### src/design/csd_sas_pkg.sv
`timescale 1ns / 1ps
// -----------------------------------------------------------------------------
// csd_sas_pkg
// Shared types, codes and field widths of the CSD shift-add sequencer.
// -----------------------------------------------------------------------------
package csd_sas_pkg;

   localparam int DEF_WINDOW_DIGITS = 3;
   localparam int DEF_MAX_DIGITS    = 32;

   // fixed field widths of a request
   localparam int DIGITS_W    = 64;
   localparam int COUNT_W     = 6;
   localparam int SIZE_W      = 2;
   localparam int SRC_CODE_W  = 4;
   localparam int REG_NUM_W   = 4;
   localparam int DST_CODE_W  = 3;
   localparam int DIG_IDX_W   = 5;   // 32 digit slots in the digit word
   localparam int WIN_OFS_W   = 4;   // offset inside a window of up to 16 digits

   localparam int REQ_DATA_W  = 88;
   localparam int RSP_DATA_W  = 32;
   localparam int RSP_USED_W  = 25;

   localparam logic [1:0] DIGIT_ZERO = 2'b00;
   localparam logic [1:0] DIGIT_PLUS = 2'b01;

   localparam logic [1:0] OP_PASS = 2'd0;
   localparam logic [1:0] OP_INV  = 2'd1;
   localparam logic [1:0] OP_ADD  = 2'd2;
   localparam logic [1:0] OP_SUB  = 2'd3;

   localparam logic [1:0] SRC_MOVED = 2'd0;
   localparam logic [1:0] SRC_ACC   = 2'd1;
   localparam logic [1:0] SRC_ZERO  = 2'd2;

   localparam logic [DST_CODE_W-1:0] DST_ACC        = 3'd0;
   localparam logic [DST_CODE_W-1:0] DST_VEC_FIRST  = 3'd3;
   localparam logic [DST_CODE_W-1:0] DST_VEC_LAST   = 3'd7;

   typedef enum logic [2:0] {
      ST_IDLE,
      ST_FIRST,
      ST_SEARCH,
      ST_GEN,
      ST_WRITE
   } state_type;

   typedef enum logic [1:0] {
      EMIT_FIRST,
      EMIT_ZERO,
      EMIT_ACCUM,
      EMIT_WRITE
   } emit_kind_type;

   // controller to datapath
   typedef struct packed {
      logic          load;
      logic          step;
      logic          emit;
      emit_kind_type kind;
      logic          last;
   } ctl_type;

   // datapath to controller
   typedef struct packed {
      logic found;
      logic digit_lt_len;
      logic window_ge_len;
      logic dst_nonzero;
      logic out_free;
   } sts_type;

endpackage

### src/design/csd_sas_ctrl.sv
`timescale 1ns / 1ps
// -----------------------------------------------------------------------------
// csd_sas_ctrl
// Sequencing state machine: first-digit search, window walk and final write.
// -----------------------------------------------------------------------------
module csd_sas_ctrl (
   input  logic                 clock,
   input  logic                 reset,
   input  logic                 req_tvalid,
   output logic                 req_tready,
   input  csd_sas_pkg::sts_type sts,
   output csd_sas_pkg::ctl_type ctl
);
   import csd_sas_pkg::*;

   state_type state_ff, state_in;
   logic      step;
   logic      gen_more;

   assign req_tready = (state_ff == ST_IDLE);
   assign step       = (state_ff != ST_IDLE) && sts.out_free;
   assign gen_more   = sts.found ? sts.digit_lt_len : !sts.window_ge_len;

   always_ff @(posedge clock) begin
      if (reset) begin
         state_ff <= ST_IDLE;
      end else begin
         state_ff <= state_in;
      end
   end

   // next state
   always_comb begin
      state_in = state_ff;
      case (state_ff)
         ST_IDLE: begin
            if (req_tvalid) state_in = ST_FIRST;
         end
         ST_FIRST: begin
            if (step) state_in = sts.found ? ST_GEN : ST_SEARCH;
         end
         ST_SEARCH: begin
            if (step) begin
               if (sts.found) begin
                  if (sts.digit_lt_len)    state_in = ST_GEN;
                  else if (sts.dst_nonzero) state_in = ST_WRITE;
                  else                      state_in = ST_IDLE;
               end else if (sts.window_ge_len) begin
                  state_in = sts.dst_nonzero ? ST_WRITE : ST_IDLE;
               end
            end
         end
         ST_GEN: begin
            if (step && !gen_more) state_in = sts.dst_nonzero ? ST_WRITE : ST_IDLE;
         end
         ST_WRITE: begin
            if (step) state_in = ST_IDLE;
         end
         default: state_in = ST_IDLE;
      endcase
   end

   // outputs
   always_comb begin
      ctl.load = req_tvalid && req_tready;
      ctl.step = step;
      ctl.emit = 1'b0;
      ctl.kind = EMIT_ACCUM;
      ctl.last = 1'b0;
      case (state_ff)
         ST_FIRST: begin
            ctl.emit = sts.found;
            ctl.kind = EMIT_FIRST;
         end
         ST_SEARCH: begin
            if (sts.found) begin
               ctl.emit = 1'b1;
               ctl.kind = EMIT_FIRST;
               ctl.last = !sts.digit_lt_len && !sts.dst_nonzero;
            end else begin
               ctl.emit = sts.window_ge_len;
               ctl.kind = EMIT_ZERO;
               ctl.last = !sts.dst_nonzero;
            end
         end
         ST_GEN: begin
            ctl.emit = 1'b1;
            ctl.kind = EMIT_ACCUM;
            ctl.last = !gen_more && !sts.dst_nonzero;
         end
         ST_WRITE: begin
            ctl.emit = 1'b1;
            ctl.kind = EMIT_WRITE;
            ctl.last = 1'b1;
         end
         default: ;
      endcase
   end

endmodule

### src/design/csd_sas_dpath.sv
`timescale 1ns / 1ps
// -----------------------------------------------------------------------------
// csd_sas_dpath
// Request registers, digit position, window scan and command output register.
// -----------------------------------------------------------------------------
module csd_sas_dpath #(
   parameter int WINDOW_DIGITS = csd_sas_pkg::DEF_WINDOW_DIGITS,
   parameter int MAX_DIGITS    = csd_sas_pkg::DEF_MAX_DIGITS
) (
   input  logic                               clock,
   input  logic                               reset,
   input  logic [csd_sas_pkg::REQ_DATA_W-1:0] req_tdata,
   output logic                               rsp_tvalid,
   input  logic                               rsp_tready,
   output logic [csd_sas_pkg::RSP_DATA_W-1:0] rsp_tdata,
   output logic                               rsp_tlast,
   input  csd_sas_pkg::ctl_type               ctl,
   output csd_sas_pkg::sts_type               sts
);
   import csd_sas_pkg::*;

   localparam int PosW = $clog2(MAX_DIGITS + 3 * WINDOW_DIGITS);
   localparam int CmpW = (PosW > COUNT_W) ? PosW : COUNT_W;

   logic [DIGITS_W-1:0]   digits_ff;
   logic [COUNT_W-1:0]    len_ff;
   logic [SIZE_W-1:0]     size_ff;
   logic [SRC_CODE_W-1:0] src_code_ff;
   logic [REG_NUM_W-1:0]  src_num_ff;
   logic [DST_CODE_W-1:0] dst_code_ff;
   logic [REG_NUM_W-1:0]  dst_num_ff;
   logic [PosW-1:0]       pos_ff, pos_in;

   logic [RSP_DATA_W-1:0] rsp_data_ff, rsp_data_in;
   logic                  rsp_last_ff;
   logic                  rsp_valid_ff;

   logic [COUNT_W-1:0]    req_count;
   logic [COUNT_W-1:0]    req_len;
   logic                  found;
   logic [WIN_OFS_W-1:0]  f_idx;
   logic [1:0]            f_digit;
   logic [PosW-1:0]       pos_digit;
   logic [PosW-1:0]       pos_window;
   logic [CmpW-1:0]       rem;
   logic                  dst_vec;

   logic [1:0]            c_op;
   logic [1:0]            c_shift;
   logic [1:0]            c_src;
   logic [DST_CODE_W-1:0] c_dst;
   logic                  c_mv;
   logic                  c_from_unit;
   logic [SRC_CODE_W-1:0] c_msrc;
   logic [REG_NUM_W-1:0]  c_msrc_num;
   logic [REG_NUM_W-1:0]  c_mdst_num;

   assign req_count = req_tdata[69:64];
   assign req_len   = (req_count > COUNT_W'(MAX_DIGITS)) ? COUNT_W'(MAX_DIGITS) : req_count;

   // first nonzero digit of the window at pos; digits at or past the count read zero
   always_comb begin
      logic [PosW-1:0]      k;
      logic [DIG_IDX_W-1:0] kidx;
      logic [1:0]           d;
      found   = 1'b0;
      f_idx   = '0;
      f_digit = DIGIT_ZERO;
      for (int i = WINDOW_DIGITS - 1; i >= 0; i--) begin
         k    = pos_ff + PosW'(i);
         kidx = DIG_IDX_W'(k);
         d    = (CmpW'(k) < CmpW'(len_ff)) ? digits_ff[{kidx, 1'b0} +: 2] : DIGIT_ZERO;
         if (d != DIGIT_ZERO) begin
            found   = 1'b1;
            f_idx   = WIN_OFS_W'(i);
            f_digit = d;
         end
      end
   end

   assign pos_digit  = pos_ff + PosW'(f_idx) + PosW'(1);
   assign pos_window = pos_ff + PosW'(WINDOW_DIGITS);

   always_comb begin
      rem = (CmpW'(pos_ff) < CmpW'(len_ff)) ? CmpW'(len_ff) - CmpW'(pos_ff) : '0;
      if (rem > CmpW'(WINDOW_DIGITS)) rem = CmpW'(WINDOW_DIGITS);
   end

   assign dst_vec = dst_code_ff inside {[DST_VEC_FIRST:DST_VEC_LAST]};

   assign sts.found         = found;
   assign sts.digit_lt_len  = CmpW'(pos_digit) < CmpW'(len_ff);
   assign sts.window_ge_len = CmpW'(pos_window) >= CmpW'(len_ff);
   assign sts.dst_nonzero   = (dst_code_ff != DST_ACC);
   assign sts.out_free      = !rsp_valid_ff || rsp_tready;

   // command fields
   always_comb begin
      c_op        = OP_PASS;
      c_shift     = 2'd0;
      c_src       = SRC_ACC;
      c_dst       = DST_ACC;
      c_mv        = 1'b0;
      c_from_unit = 1'b0;
      c_msrc      = '0;
      c_msrc_num  = '0;
      c_mdst_num  = '0;
      case (ctl.kind)
         EMIT_FIRST: begin
            c_op       = (f_digit == DIGIT_PLUS) ? OP_PASS : OP_INV;
            c_src      = SRC_MOVED;
            c_mv       = 1'b1;
            c_msrc     = src_code_ff;
            c_msrc_num = src_num_ff;
         end
         EMIT_ZERO: begin
            c_src = SRC_ZERO;
         end
         EMIT_ACCUM: begin
            if (found) begin
               c_op    = (f_digit == DIGIT_PLUS) ? OP_ADD : OP_SUB;
               c_shift = 2'(f_idx + WIN_OFS_W'(1));
            end else begin
               c_shift = rem[1:0];
            end
         end
         EMIT_WRITE: begin
            c_dst       = dst_code_ff;
            c_mv        = dst_vec;
            c_from_unit = dst_vec;
            c_mdst_num  = dst_num_ff;
         end
         default: ;
      endcase
      rsp_data_in = {(RSP_DATA_W - RSP_USED_W)'(0), c_mdst_num, c_msrc_num, c_msrc,
                     c_from_unit, c_mv, size_ff, c_dst, c_src, c_shift, c_op};
   end

   always_comb begin
      pos_in = pos_ff;
      if (ctl.load)      pos_in = '0;
      else if (ctl.step) pos_in = found ? pos_digit : pos_window;
   end

   always_ff @(posedge clock) begin
      if (reset) begin
         pos_ff       <= '0;
         rsp_valid_ff <= 1'b0;
      end else begin
         pos_ff <= pos_in;
         if (ctl.step && ctl.emit) rsp_valid_ff <= 1'b1;
         else if (rsp_tready)      rsp_valid_ff <= 1'b0;
      end
   end

   always_ff @(posedge clock) begin
      if (ctl.load) begin
         digits_ff   <= req_tdata[63:0];
         len_ff      <= req_len;
         size_ff     <= req_tdata[71:70];
         src_code_ff <= req_tdata[75:72];
         src_num_ff  <= req_tdata[79:76];
         dst_code_ff <= req_tdata[82:80];
         dst_num_ff  <= req_tdata[86:83];
      end
      if (ctl.step && ctl.emit) begin
         rsp_data_ff <= rsp_data_in;
         rsp_last_ff <= ctl.last;
      end
   end

   assign rsp_tvalid = rsp_valid_ff;
   assign rsp_tdata  = rsp_data_ff;
   assign rsp_tlast  = rsp_last_ff;

endmodule

### src/design/csd_shift_add_sequencer.sv
`timescale 1ns / 1ps
// -----------------------------------------------------------------------------
// csd_shift_add_sequencer
// Turns one CSD multiply request into its run of shift-add commands.
// -----------------------------------------------------------------------------
// Order: the request transaction moves the state machine out of idle, and the first
// command is registered on the step that finds the first nonzero digit, after one step
// for each all-zero window scanned before it. Throughput: one step per cycle; a step
// stops at the next nonzero digit or covers a window. A new request is taken only once
// the step that registers the run's last command has returned the state machine to
// idle. Output stalls hold the steps. Reset clears the state machine, digit position and output valid; no sweep.
module csd_shift_add_sequencer #(
   parameter int WINDOW_DIGITS = csd_sas_pkg::DEF_WINDOW_DIGITS,
   parameter int MAX_DIGITS    = csd_sas_pkg::DEF_MAX_DIGITS
) (
   input  logic                               clock,
   input  logic                               reset,
   input  logic                               req_tvalid,
   output logic                               req_tready,
   // digits[63:0], digit_count[69:64], elem_size[71:70], src_code[75:72],
   // src_num[79:76], dst_code[82:80], dst_num[86:83], zero[87]
   input  logic [csd_sas_pkg::REQ_DATA_W-1:0] req_tdata,
   output logic                               rsp_tvalid,
   input  logic                               rsp_tready,
   // sa_op[1:0], sa_shamt[3:2], sa_src[5:4], sa_dst[8:6], sa_size[10:9],
   // mov_en[11], mov_from_unit[12], mov_src[16:13], mov_src_num[20:17],
   // mov_dst_num[24:21], zero[31:25]
   output logic [csd_sas_pkg::RSP_DATA_W-1:0] rsp_tdata,
   output logic                               rsp_tlast
);
   import csd_sas_pkg::*;

   ctl_type ctl;
   sts_type sts;

   csd_sas_ctrl u_ctrl (
      .clock      (clock),
      .reset      (reset),
      .req_tvalid (req_tvalid),
      .req_tready (req_tready),
      .sts        (sts),
      .ctl        (ctl)
   );

   csd_sas_dpath #(
      .WINDOW_DIGITS (WINDOW_DIGITS),
      .MAX_DIGITS    (MAX_DIGITS)
   ) u_dpath (
      .clock      (clock),
      .reset      (reset),
      .req_tdata  (req_tdata),
      .rsp_tvalid (rsp_tvalid),
      .rsp_tready (rsp_tready),
      .rsp_tdata  (rsp_tdata),
      .rsp_tlast  (rsp_tlast),
      .ctl        (ctl),
      .sts        (sts)
   );

endmodule

### config.mk
export PLATFORM = sky130hd
export DESIGN_NAME = csd_shift_add_sequencer
export DESIGN_NICKNAME = d
export VERILOG_FILES = /design/src/design/csd_sas_pkg.sv /design/src/design/csd_sas_ctrl.sv /design/src/design/csd_sas_dpath.sv /design/src/design/csd_shift_add_sequencer.sv
export SDC_FILE = /design/constraint.sdc
export NUM_CORES = 1
export LEC_CHECK = 0
export ABC_AREA = 1
export BUFFER_PORTS_ARGS = -buffer_cell sky130_fd_sc_hd__buf_2
export CAP_MARGIN = 10
export CORE_ASPECT_RATIO = 1.4
export CORE_UTILIZATION = 30
export CTS_CLUSTER_DIAMETER = 30
export CTS_CLUSTER_SIZE = 14
export DETAILED_ROUTE_END_ITERATION = 16
export GPL_TIMING_DRIVEN = 1
export HOLD_SLACK_MARGIN = 0.03
export PLACE_DENSITY = 0.45
export SYNTH_ARGS = -nofsm -noshare
export SYNTH_HDL_FRONTEND = slang
export SYNTH_SLANG_ARGS = --single-unit
### constraint.sdc
create_clock -name clock -period 10.8 [get_ports clock]
set_input_delay 1.62 -clock clock [delete_from_list [all_inputs] [get_ports clock]]
set_output_delay 1.62 -clock clock [all_outputs]
set_load 0.1 [all_outputs]
==> results of run 1 <==
-- kinds of logic after synthesis --
group	Yosys count	share of synthesized area, %
other	1	0.0519
buffers and inverters	135	8.78
AO/OA/AOI/OAI	63	4.95
XOR/XNOR	15	1.92
AND/OR/NAND/NOR	479	28.1
adder cells (fa/ha/maj)	36	6.44
flip-flops	123	49.7
-- layout make-up --
| cell class | count | area, um^2 |
|---|---|---|
| clock inverters | 9 | 72.6 |
| inverters | 93 | 352 |
| multi-input cells | 600 | 3030 |
| repair buffers | 124 | 636 |
| well taps | 306 | 383 |
| clock buffers | 23 | 478 |
| flip-flops and latches | 123 | 3590 |
| fillers | 2459 | 14900 |
-- power groups by stage --
| stage | clock network, mW | logic, mW | registers [mW] |
|---|---|---|---|
| 3_3_place_gp | 0 | 1.44 | 0.767 |
| 3_5_place_dp | 0 | 1.44 | 0.770 |
| 2_1_floorplan | 0 | 0.801 | 1.11 |
| 4_1_cts | 0.553 | 1.45 | 0.761 |
| 5_1_grt | 0.569 | 1.59 | 0.773 |
| 6_report | 0.535 | 1.43 | 0.757 |
-- worst max-delay path by stage --
stage / startpoint / endpoint / slack (ns) / cells after the start
floorplan: u_ctrl.state_ff[0]$_SDFFE_PP0P_ / u_dpath.digits_ff[0]$_DFFE_PP_ / 4.53 / 5
global placement: u_dpath.pos_ff[1]$_SDFFE_PP0P_ / u_dpath.rsp_tlast$_DFFE_PP_ / 4.52 / 28
detailed placement: u_dpath.pos_ff[1]$_SDFFE_PP0P_ / u_dpath.rsp_tlast$_DFFE_PP_ / 4.54 / 28
CTS: u_dpath.pos_ff[1]$_SDFFE_PP0P_ / u_dpath.rsp_tlast$_DFFE_PP_ / 4.51 / 28
global route: u_dpath.pos_ff[1]$_SDFFE_PP0P_ / u_dpath.rsp_tlast$_DFFE_PP_ / 4.07 / 31
finish: u_dpath.pos_ff[1]$_SDFFE_PP0P_ / u_dpath.rsp_tlast$_DFFE_PP_ / 4.65 / 28
-- state kept, by name, summed over array words and instances, names as in the netlist, 3 cells and up --
name / flops
u_dpath.dst_num_ff: 4
u_dpath.dst_code_ff: 3
u_dpath.digits_ff: 64
u_dpath.rsp_tdata: 25
u_dpath.src_num_ff: 4
u_dpath.src_code_ff: 4
u_ctrl.state_ff: 3
u_dpath.pos_ff: 6
u_dpath.len_ff: 6
-- cells in the mapped netlist (7+ instances only) --
master / count
nor2_1: 55
a21oi_1: 29
xor2_1: 11
buf_4: 9
ha_1: 34
inv_1: 84
nand2_1: 263
nand3_1: 144
o21ai_0: 14
dfxtp_1: 10
buf_6: 10
inv_2: 7
buf_2: 13
edfxtp_1: 113
clkbuf_1: 8
-- metal layers --
metal	track usage (%)	routed length [um]
met1	17.3	7520
met2	29.3	9860
met3	3.70	782
met4	5.14	261
met5	0	0
-- through the flow --
step	utilization, %	hold WS [ns]	total power, mW	cell area, um^2
floorplan	-	0.400	1.91	7250
global placement	34.1	0.402	2.21	7990
detailed placement	34.1	0.407	2.21	7990
CTS	36.4	0.419	2.76	8540
global route	36.4	0.440	2.93	8540
finish	36.4	0.418	2.72	8540
==> metrics.yaml, run 1 <==
worstHoldEndpoint: "u_dpath.rsp_tdata[10]$_DFFE_PP_"
grt_pass1_vias: 5653
hold_viol: 0
swShare_pct: 49.0
slowest_delay_ns: 0.84
crit_fanout: 38
max_cap_viol_count: 0
wl_mm: 18.4
reg2reg_to: "u_dpath.rsp_tlast$_DFFE_PP_"
min_period_ns: 6.15
holdCritStartpoint: "u_dpath.size_ff[1]$_DFFE_PP_"
clock_latency_ns: 0.42
cts_made_buffers: 17
cts-root-buf: "clkbuf_16"
startpoint_type: "flop"
yosys.area.top_type: "edfxtp_1"
required_ns: 10.96
cp_num_buf_inv: 5
viasPerCell: 4.57
layout_common_cells: "nand2_1 (263), nand3_1 (144), buf_2 (118), edfxtp_1 (113), inv_1 (84)"
gp_congestion: 0.824
synth.top_cell.area_share_pct: 47.0
holdPathStages: 0
fp.coreArea_um2: 23500
clkSinkCount: 123
placedCellCount: 1246
worstSetupPathType: "reg -> reg"
gr-total-overflow: 0
post_cts_resized: 0
ys_seq_area_share_pct: 49.7
clkPwrFrac_pct: 19.7
ir_drop_uv: 136
syn_avg_cell_area_um2: 8.48
dieArea_um2: 24700
die_height_um: 186
setup_slack_ns: 4.65
io_buffers: 118
arrival_ns: 6.31
worstMarginPinSlew_ns: 1.10
ys_async_sr_fraction_pct: 0
seqPwrFrac_pct: 27.9
cpMostUsedCell: "nand2_1"
clock.fmax_ghz: 0.163
critPathCaptureType: "flop"
clkTransAtPathRegs_ns: 0.05
wl_per_cell_um: 14.4
power_density_nw_per_um2: 318
synth.cell_area_um2: 7230
ys_top_cells_by_area: "edfxtp_1 (47%), nand2_1 (14%), nand3_1 (10%)"
drc_errors: 0
die_x_um: 133
layout-drive-gt1-share_pct: 18.0
switchingPower_mw: 1.33
reg2regPathDepth: 28
leakage_nw: 3.93
cts_setup_buffers: 0
cts_max_level: 4
setup_viol: 0
cts_tree: "built"
holdBufCountCts: 0
final_nets: 1087
report.final.slew_viol_count: 0
vias: 5841
track_usage_pct: 15.7
critPathSlowestCell: "ha_1"
preCtsSetupSlack_ns: 4.54
cts_buffer_depth: 2
period_share_pct: 57.0
synthFlopType: "edfxtp_1"
hpwl_mm: 13.3
hold_path.class: "reg -> reg"
synthDistinctLibCells: 39
worstReg2RegStart: "u_dpath.pos_ff[1]$_SDFFE_PP0P_"
status: "finished, final reports clean"
area_growth_pct: 18.2
synthCells: 852
dr.pass1.iters: 5
antenna_found_initial: 0
combinationalPowerShare_pct: 52.5
row_count: 66
ys_ff_latch: 123
skew_ns: 0.00838
ff2ff_setup_slack_ns: 4.65
grt_start_max_net_pins: 75
setup_tns_ns: 0
initial_core_util_pct: 30.8
fin_cells: 1278
intPower_mw: 1.39
grt_pass1_wl_mm: 29.4
slew_headroom_pct: 26.4
drtAntennaViolNets: 0
synth_edf_count: 113
drtIter0Drc: 265
final_common_cell: "nand2_1"
rsz0062_at_grt: "no"
n_antenna_cell: 0
ys.warnings.count: 0
ios: 127
crit_family: "adder cells"
(Power assumes the default switching activity.)
==> run 2: changes to the inputs <==
==> constraint.sdc (replaced) <==
create_clock -name clock -period 6.4 [get_ports clock]
set_input_delay 0.96 -clock clock [delete_from_list [all_inputs] [get_ports clock]]
set_output_delay 0.96 -clock clock [all_outputs]
set_load 0.1 [all_outputs]
==> metrics.yaml, run 2 (synthesized netlist as in run 1, its figures left out) <==
dieArea_um2: 24700  # unchanged
row_count: 66  # unchanged
critPathCaptureType: "flop"
antenna_found_initial: 0  # unchanged
multi_input_area_um2: 3030  # unchanged
track_usage_pct: 15.9  # +0.19 points
leakage_nw: 4.01  # +1.9%
fillCellCount: 2487  # +1.1%
hpwl_mm: 13.7  # +3.1%
drtIter0Drc: 267  # +0.75%
io_buffers: 118  # unchanged
initial_core_util_pct: 30.8  # unchanged
cpMostUsedCell: "nand2_1"
viasPerCell: 4.55  # -0.40%
worstMarginPinSlew_ns: 0.996  # -0.108 ns
cts-root-buf: "clkbuf_16"
critPathSlowestCell: "dfxtp_2"
drtAntennaViolNets: 0  # unchanged
post_cts_resized: 0  # unchanged
regArea_um2: 3590  # unchanged
largest_reg_flops: 64  # unchanged
setup_tns_ns: 0  # unchanged
clock_latency_ns: 0.43  # about the same
ir_drop_uv: 308  # +130%
power_density_nw_per_um2: 548  # +72%
status: "finished, final reports clean"
cts_made_buffers: 17  # unchanged
ios: 127  # unchanged
drc_errors: 0  # unchanged
hold_path.class: "reg -> reg"
holdBufCountCts: 0  # unchanged
final_nets: 1095  # +0.74%
rsz0062_at_grt: "no"
required_ns: 6.57  # -4.39 ns
fin_total_pwr_mw: 4.76  # +75%
top_register: "u_dpath.digits_ff"
layout_common_cells: "nand2_1 (263), nand3_1 (144), buf_2 (118), edfxtp_1 (113), inv_1 (84)"
cts_max_level: 4  # unchanged
hold_viol: 0  # unchanged
report.final.slew_viol_count: 0  # unchanged
die_height_um: 186  # unchanged
cts_tree: "built"
slowest_delay_ns: 0.74  # -0.10 ns
cts_setup_buffers: 0  # unchanged
grt_pass1_vias: 5756  # +1.8%
wl_mm: 18.7  # +1.4%
cts_buffer_depth: 2  # unchanged
clkSinkCount: 123  # unchanged
area_growth_pct: 20.2
grt_pass1_wl_mm: 29.6  # +0.78%
dr.pass1.iters: 5  # unchanged
layout-drive-gt1-share_pct: 18.6  # +0.57 points
gp_congestion: 0.819  # -0.61%
n_antenna_cell: 0  # unchanged
fp.coreArea_um2: 23500  # unchanged
wl_per_cell_um: 14.5  # +0.77%
crit_fanout: 33  # -13%
final_common_cell: "nand2_1"
period_share_pct: 81.3  # +24 points
grt_start_max_net_pins: 67  # -11%
skew_ns: 0.00945  # +0.00107 ns
max_cap_viol_count: 0  # unchanged
die_x_um: 133  # unchanged
setup_viol: 0  # unchanged
clkTransAtPathRegs_ns: 0.06  # about the same
worstSetupPathType: "reg -> reg"
clock.fmax_ghz: 0.192  # +18%
min_period_ns: 5.20  # -0.951 ns
slew_headroom_pct: 33.5  # +7.1 points
vias: 5854  # +0.22%
startpoint_type: "flop"
arrival_ns: 5.37  # -0.94 ns
gr-total-overflow: 0  # unchanged
==> run 2: cell types whose count changed in the layout (fill, tap and decap cells not counted) <==
cell	change
buf_4	+8
bufinv_16	+4
clkbuf_1	-1
clkbuf_8	-3
clkinv_1	+2
clkinv_2	-4
clkinv_4	+3
clkinvlp_4	-1
==> run 2: path summary, 6_finish.rpt <==
| check | startpoint | endpoint | slack, ns | depth (start not counted) |
|---|---|---|---|---|
| max | u_dpath.pos_ff[0]$_SDFFE_PP0P_ | u_dpath.rsp_tlast$_DFFE_PP_ | 1.20 | 29 |
| min | u_dpath.size_ff[1]$_DFFE_PP_ | u_dpath.rsp_tdata[10]$_DFFE_PP_ | 0.42 | 0 |
| max reg2reg | u_dpath.pos_ff[0]$_SDFFE_PP0P_ | u_dpath.rsp_tlast$_DFFE_PP_ | 1.20 | 29 |
| min reg2reg | u_dpath.size_ff[1]$_DFFE_PP_ | u_dpath.rsp_tdata[10]$_DFFE_PP_ | 0.42 | 0 |
==> run 2: final cells by class <==
class	count	share of cell area, %
clock buffers	19	4.98
flip-flops and latches	123	41.4
repair buffers	132	8.01
multi-input cells	600	34.9
clock inverters	13	2.29
inverters	93	4.05
well taps	306	4.41
==> run 2: report_power, final <==
group	internal [mW]	switching, mW
Sequential	1.18	0.104
Clock	0.686	0.357
Combinational	0.612	1.82
Total	2.48	2.28
==> run 2: critical path: cells and delay by family (launching register included) <==
| kind | cells | cell delay (ns) |
|---|---|---|
| AND/OR/NAND/NOR | 15 | 1.18 |
| adder cells (fa/ha/maj) | 5 | 1.59 |
| flip-flops | 1 | 0.74 |
| buffers and inverters | 4 | 0.57 |
| AO/OA/AOI/OAI | 5 | 0.85 |
==> run 2: through the flow <==
step	cell area (um^2)	util [%]	worst slack (ns)	instances	hold slack, ns
finish	8690	37.0	1.20	1286	0.421
global route	8690	37.0	0.773	1286	0.451
CTS	8690	37.0	1.17	1286	0.420
detailed placement	8050	34.3	1.19	1254	0.407
global placement	8050	34.3	1.23	1254	0.402
floorplan	7250	-	0.127	858	0.400
==> run 2: layer usage <==
| layer | up-vias | global-route usage [%] | part of all wire, % |
|---|---|---|---|
| li1 | 3041 | - | - |
| met4 | 0 | 8.55 | 3.5 |
| met2 | 149 | 28.6 | 51 |
| met1 | 2630 | 17.3 | 41 |
| met3 | 34 | 3.54 | 4.2 |
| met5 | - | 0 | 0 |
==> run 3: changes to the inputs <==
==> constraint.sdc (replaced) <==
create_clock -name clock -period 5.2 [get_ports clock]
set_input_delay 0.78 -clock clock [delete_from_list [all_inputs] [get_ports clock]]
set_output_delay 0.78 -clock clock [all_outputs]
set_load 0.1 [all_outputs]
==> metrics.yaml, run 3 (synthesized netlist as in run 1, its figures left out) <==
endpoint: "u_dpath.rsp_tlast$_DFFE_PP_"
worstReg2RegStart: "u_dpath.pos_ff[3]$_SDFFE_PP0P_"
skew_ns: 0.0111  # +0.00166 ns
report.final.slew_viol_count: 0  # unchanged
final_nets: 1105  # +0.91%
worstSetupPathType: "reg -> reg"
drc_errors: 0  # unchanged
viasPerCell: 4.53  # -0.53%
min_period_ns: 4.66  # -0.539 ns
leakage_nw: 4.06  # +1.4%
critPathCaptureType: "flop"
vias: 5868  # +0.24%
holdCritStartpoint: "u_dpath.size_ff[0]$_DFFE_PP_"
preCtsSetupSlack_ns: 0.392  # -0.800 ns
setup_slack_ns: 0.538  # -0.661 ns
track_usage_pct: 16.0  # +0.12 points
setup_viol: 0  # unchanged
cp_num_buf_inv: 3  # -1
drtIter0Drc: 305  # +14%
wl_mm: 18.7  # +0.29%
clock_latency_ns: 0.43  # about the same
crit_family: "adder cells"
cts_made_buffers: 17  # unchanged
multi_input_area_um2: 3030  # about the same
placedCellCount: 1264  # +0.80%
dieArea_um2: 24700  # unchanged
cts_max_level: 4  # unchanged
grt_pass1_vias: 5753  # -0.052%
regArea_um2: 3600  # about the same
required_ns: 5.37  # -1.20 ns
rsz0062_at_grt: "no"
ios: 127  # unchanged
ff2ff_setup_slack_ns: 0.54  # -0.66 ns
wl_per_cell_um: 14.5  # -0.48%
cts-root-buf: "clkbuf_16"
hold_path.class: "reg -> reg"
wl_met3_um: 658  # -16%
reg2regPathDepth: 28  # -3.4%
cts_tree: "built"
area_growth_pct: 22.1
crit_fanout: 6  # -82%
wl_met2_mm: 9.86  # +2.9%
cpMostUsedCell: "nand2_1"
hold_viol: 0  # unchanged
grt_start_max_net_pins: 59  # -12%
slowest_delay_ns: 0.50  # -0.24 ns
gp_congestion: 0.847  # +3.3%
status: "finished, final reports clean"
crit_start: "u_dpath.pos_ff[3]$_SDFFE_PP0P_"
period_share_pct: 89.7  # +8.4 points
cts_setup_buffers: 0  # unchanged
power_density_nw_per_um2: 677  # +24%
fillCellCount: 2459  # -1.1%
largest_reg_flops: 64  # unchanged
antenna_found_initial: 0  # unchanged
reg2reg_to: "u_dpath.rsp_tlast$_DFFE_PP_"
die_x_um: 133  # unchanged
gr-total-overflow: 0  # unchanged
clkTransAtPathRegs_ns: 0.05  # about the same
final_common_cell: "nand2_1"
critPathSlowestCell: "fa_1"
maxUsedRoutingLayer: "met4"
holdBufCountCts: 0  # unchanged
ir_drop_uv: 366  # +19%
clock.fmax_ghz: 0.214  # +12%
max_cap_viol_count: 0  # unchanged
slew_headroom_pct: 37.8  # +4.3 points
crit_cells: 28  # -3.4%
top_register: "u_dpath.digits_ff"
layout-drive-gt1-share_pct: 19.7  # +1.1 points
hpwl_mm: 14.0  # +2.2%
n_antenna_cell: 0  # unchanged
worstMarginPinSlew_ns: 0.931  # -0.0651 ns
row_count: 66  # unchanged
wl_met1_mm: 7.78  # +1.5%
cts_buffer_depth: 2  # unchanged
fin_cells: 1296  # +0.78%
dr.pass1.iters: 4  # -1
setup_tns_ns: 0  # unchanged
grt_pass1_wl_mm: 29.8  # +0.49%
startpoint_type: "flop"
drtAntennaViolNets: 0  # unchanged
initial_core_util_pct: 30.8  # unchanged
io_buffers: 118  # unchanged
clkSinkCount: 123  # unchanged
layout_common_cells: "nand2_1 (263), nand3_1 (144), buf_2 (118), edfxtp_1 (113), inv_1 (84)"
arrival_ns: 4.83  # -0.54 ns
fp.coreArea_um2: 23500  # unchanged
die_height_um: 186  # unchanged
run 3: cell count changes in the layout (fill, tap and decap cells not counted), sizes merged:
cell / change
buf: +10
clkinv: -4
clkinvlp: +3
bufinv: +2
clkbuf: -1
run 3: worst min path at each step:
stage,to,slack [ns],depth (start not counted)
after floorplan,u_dpath.rsp_tdata[10]$_DFFE_PP_,0.40,0
after global placement,u_dpath.rsp_tdata[9]$_DFFE_PP_,0.41,0
after detailed placement,u_dpath.rsp_tdata[9]$_DFFE_PP_,0.42,0
after CTS,u_dpath.rsp_tdata[9]$_DFFE_PP_,0.43,0
after global routing,u_dpath.rsp_tdata[9]$_DFFE_PP_,0.43,0
final,u_dpath.rsp_tdata[9]$_DFFE_PP_,0.43,0
run 3: layout make-up:
cell class	count	area share [%]
sequential	123	40.8
timing repair buffer	142	8.88
tap	306	4.34
multi-input combinational	600	34.4
clock inverter	14	2.82
clock buffer	18	4.86
inverter	93	3.98
run 3: report_power, final:
group / internal (mW) / switching, mW / total [mW]
Clock: 0.940 / 0.433 / 1.37
Sequential: 1.45 / 0.122 / 1.58
Combinational: 0.794 / 2.23 / 3.03
Total: 3.19 / 2.79 / 5.98
run 3: per-stage QoR:
stage	instance area [um^2]	hold WS [ns]	utilization, %	power (mW)
3_5_place_dp	8140	0.415	34.7	4.65
6_report	8820	0.429	37.6	5.98
3_3_place_gp	8140	0.411	34.7	4.65
5_1_grt	8820	0.430	37.6	6.41
2_1_floorplan	7250	0.400	-	3.96
4_1_cts	8820	0.428	37.6	6.07
run 3: repair_timing:
action                     in CTS  in global routing
hold endpoints to repair        0                  0
setup endpoints to repair       0                  4
gates resized for setup         0                  4
run 3: metal layers:
layer	vias up	track usage, %
li1	3066	-
met4	0	7.41
met3	27	3.00
met2	139	29.8
met5	-	0
met1	2636	17.4
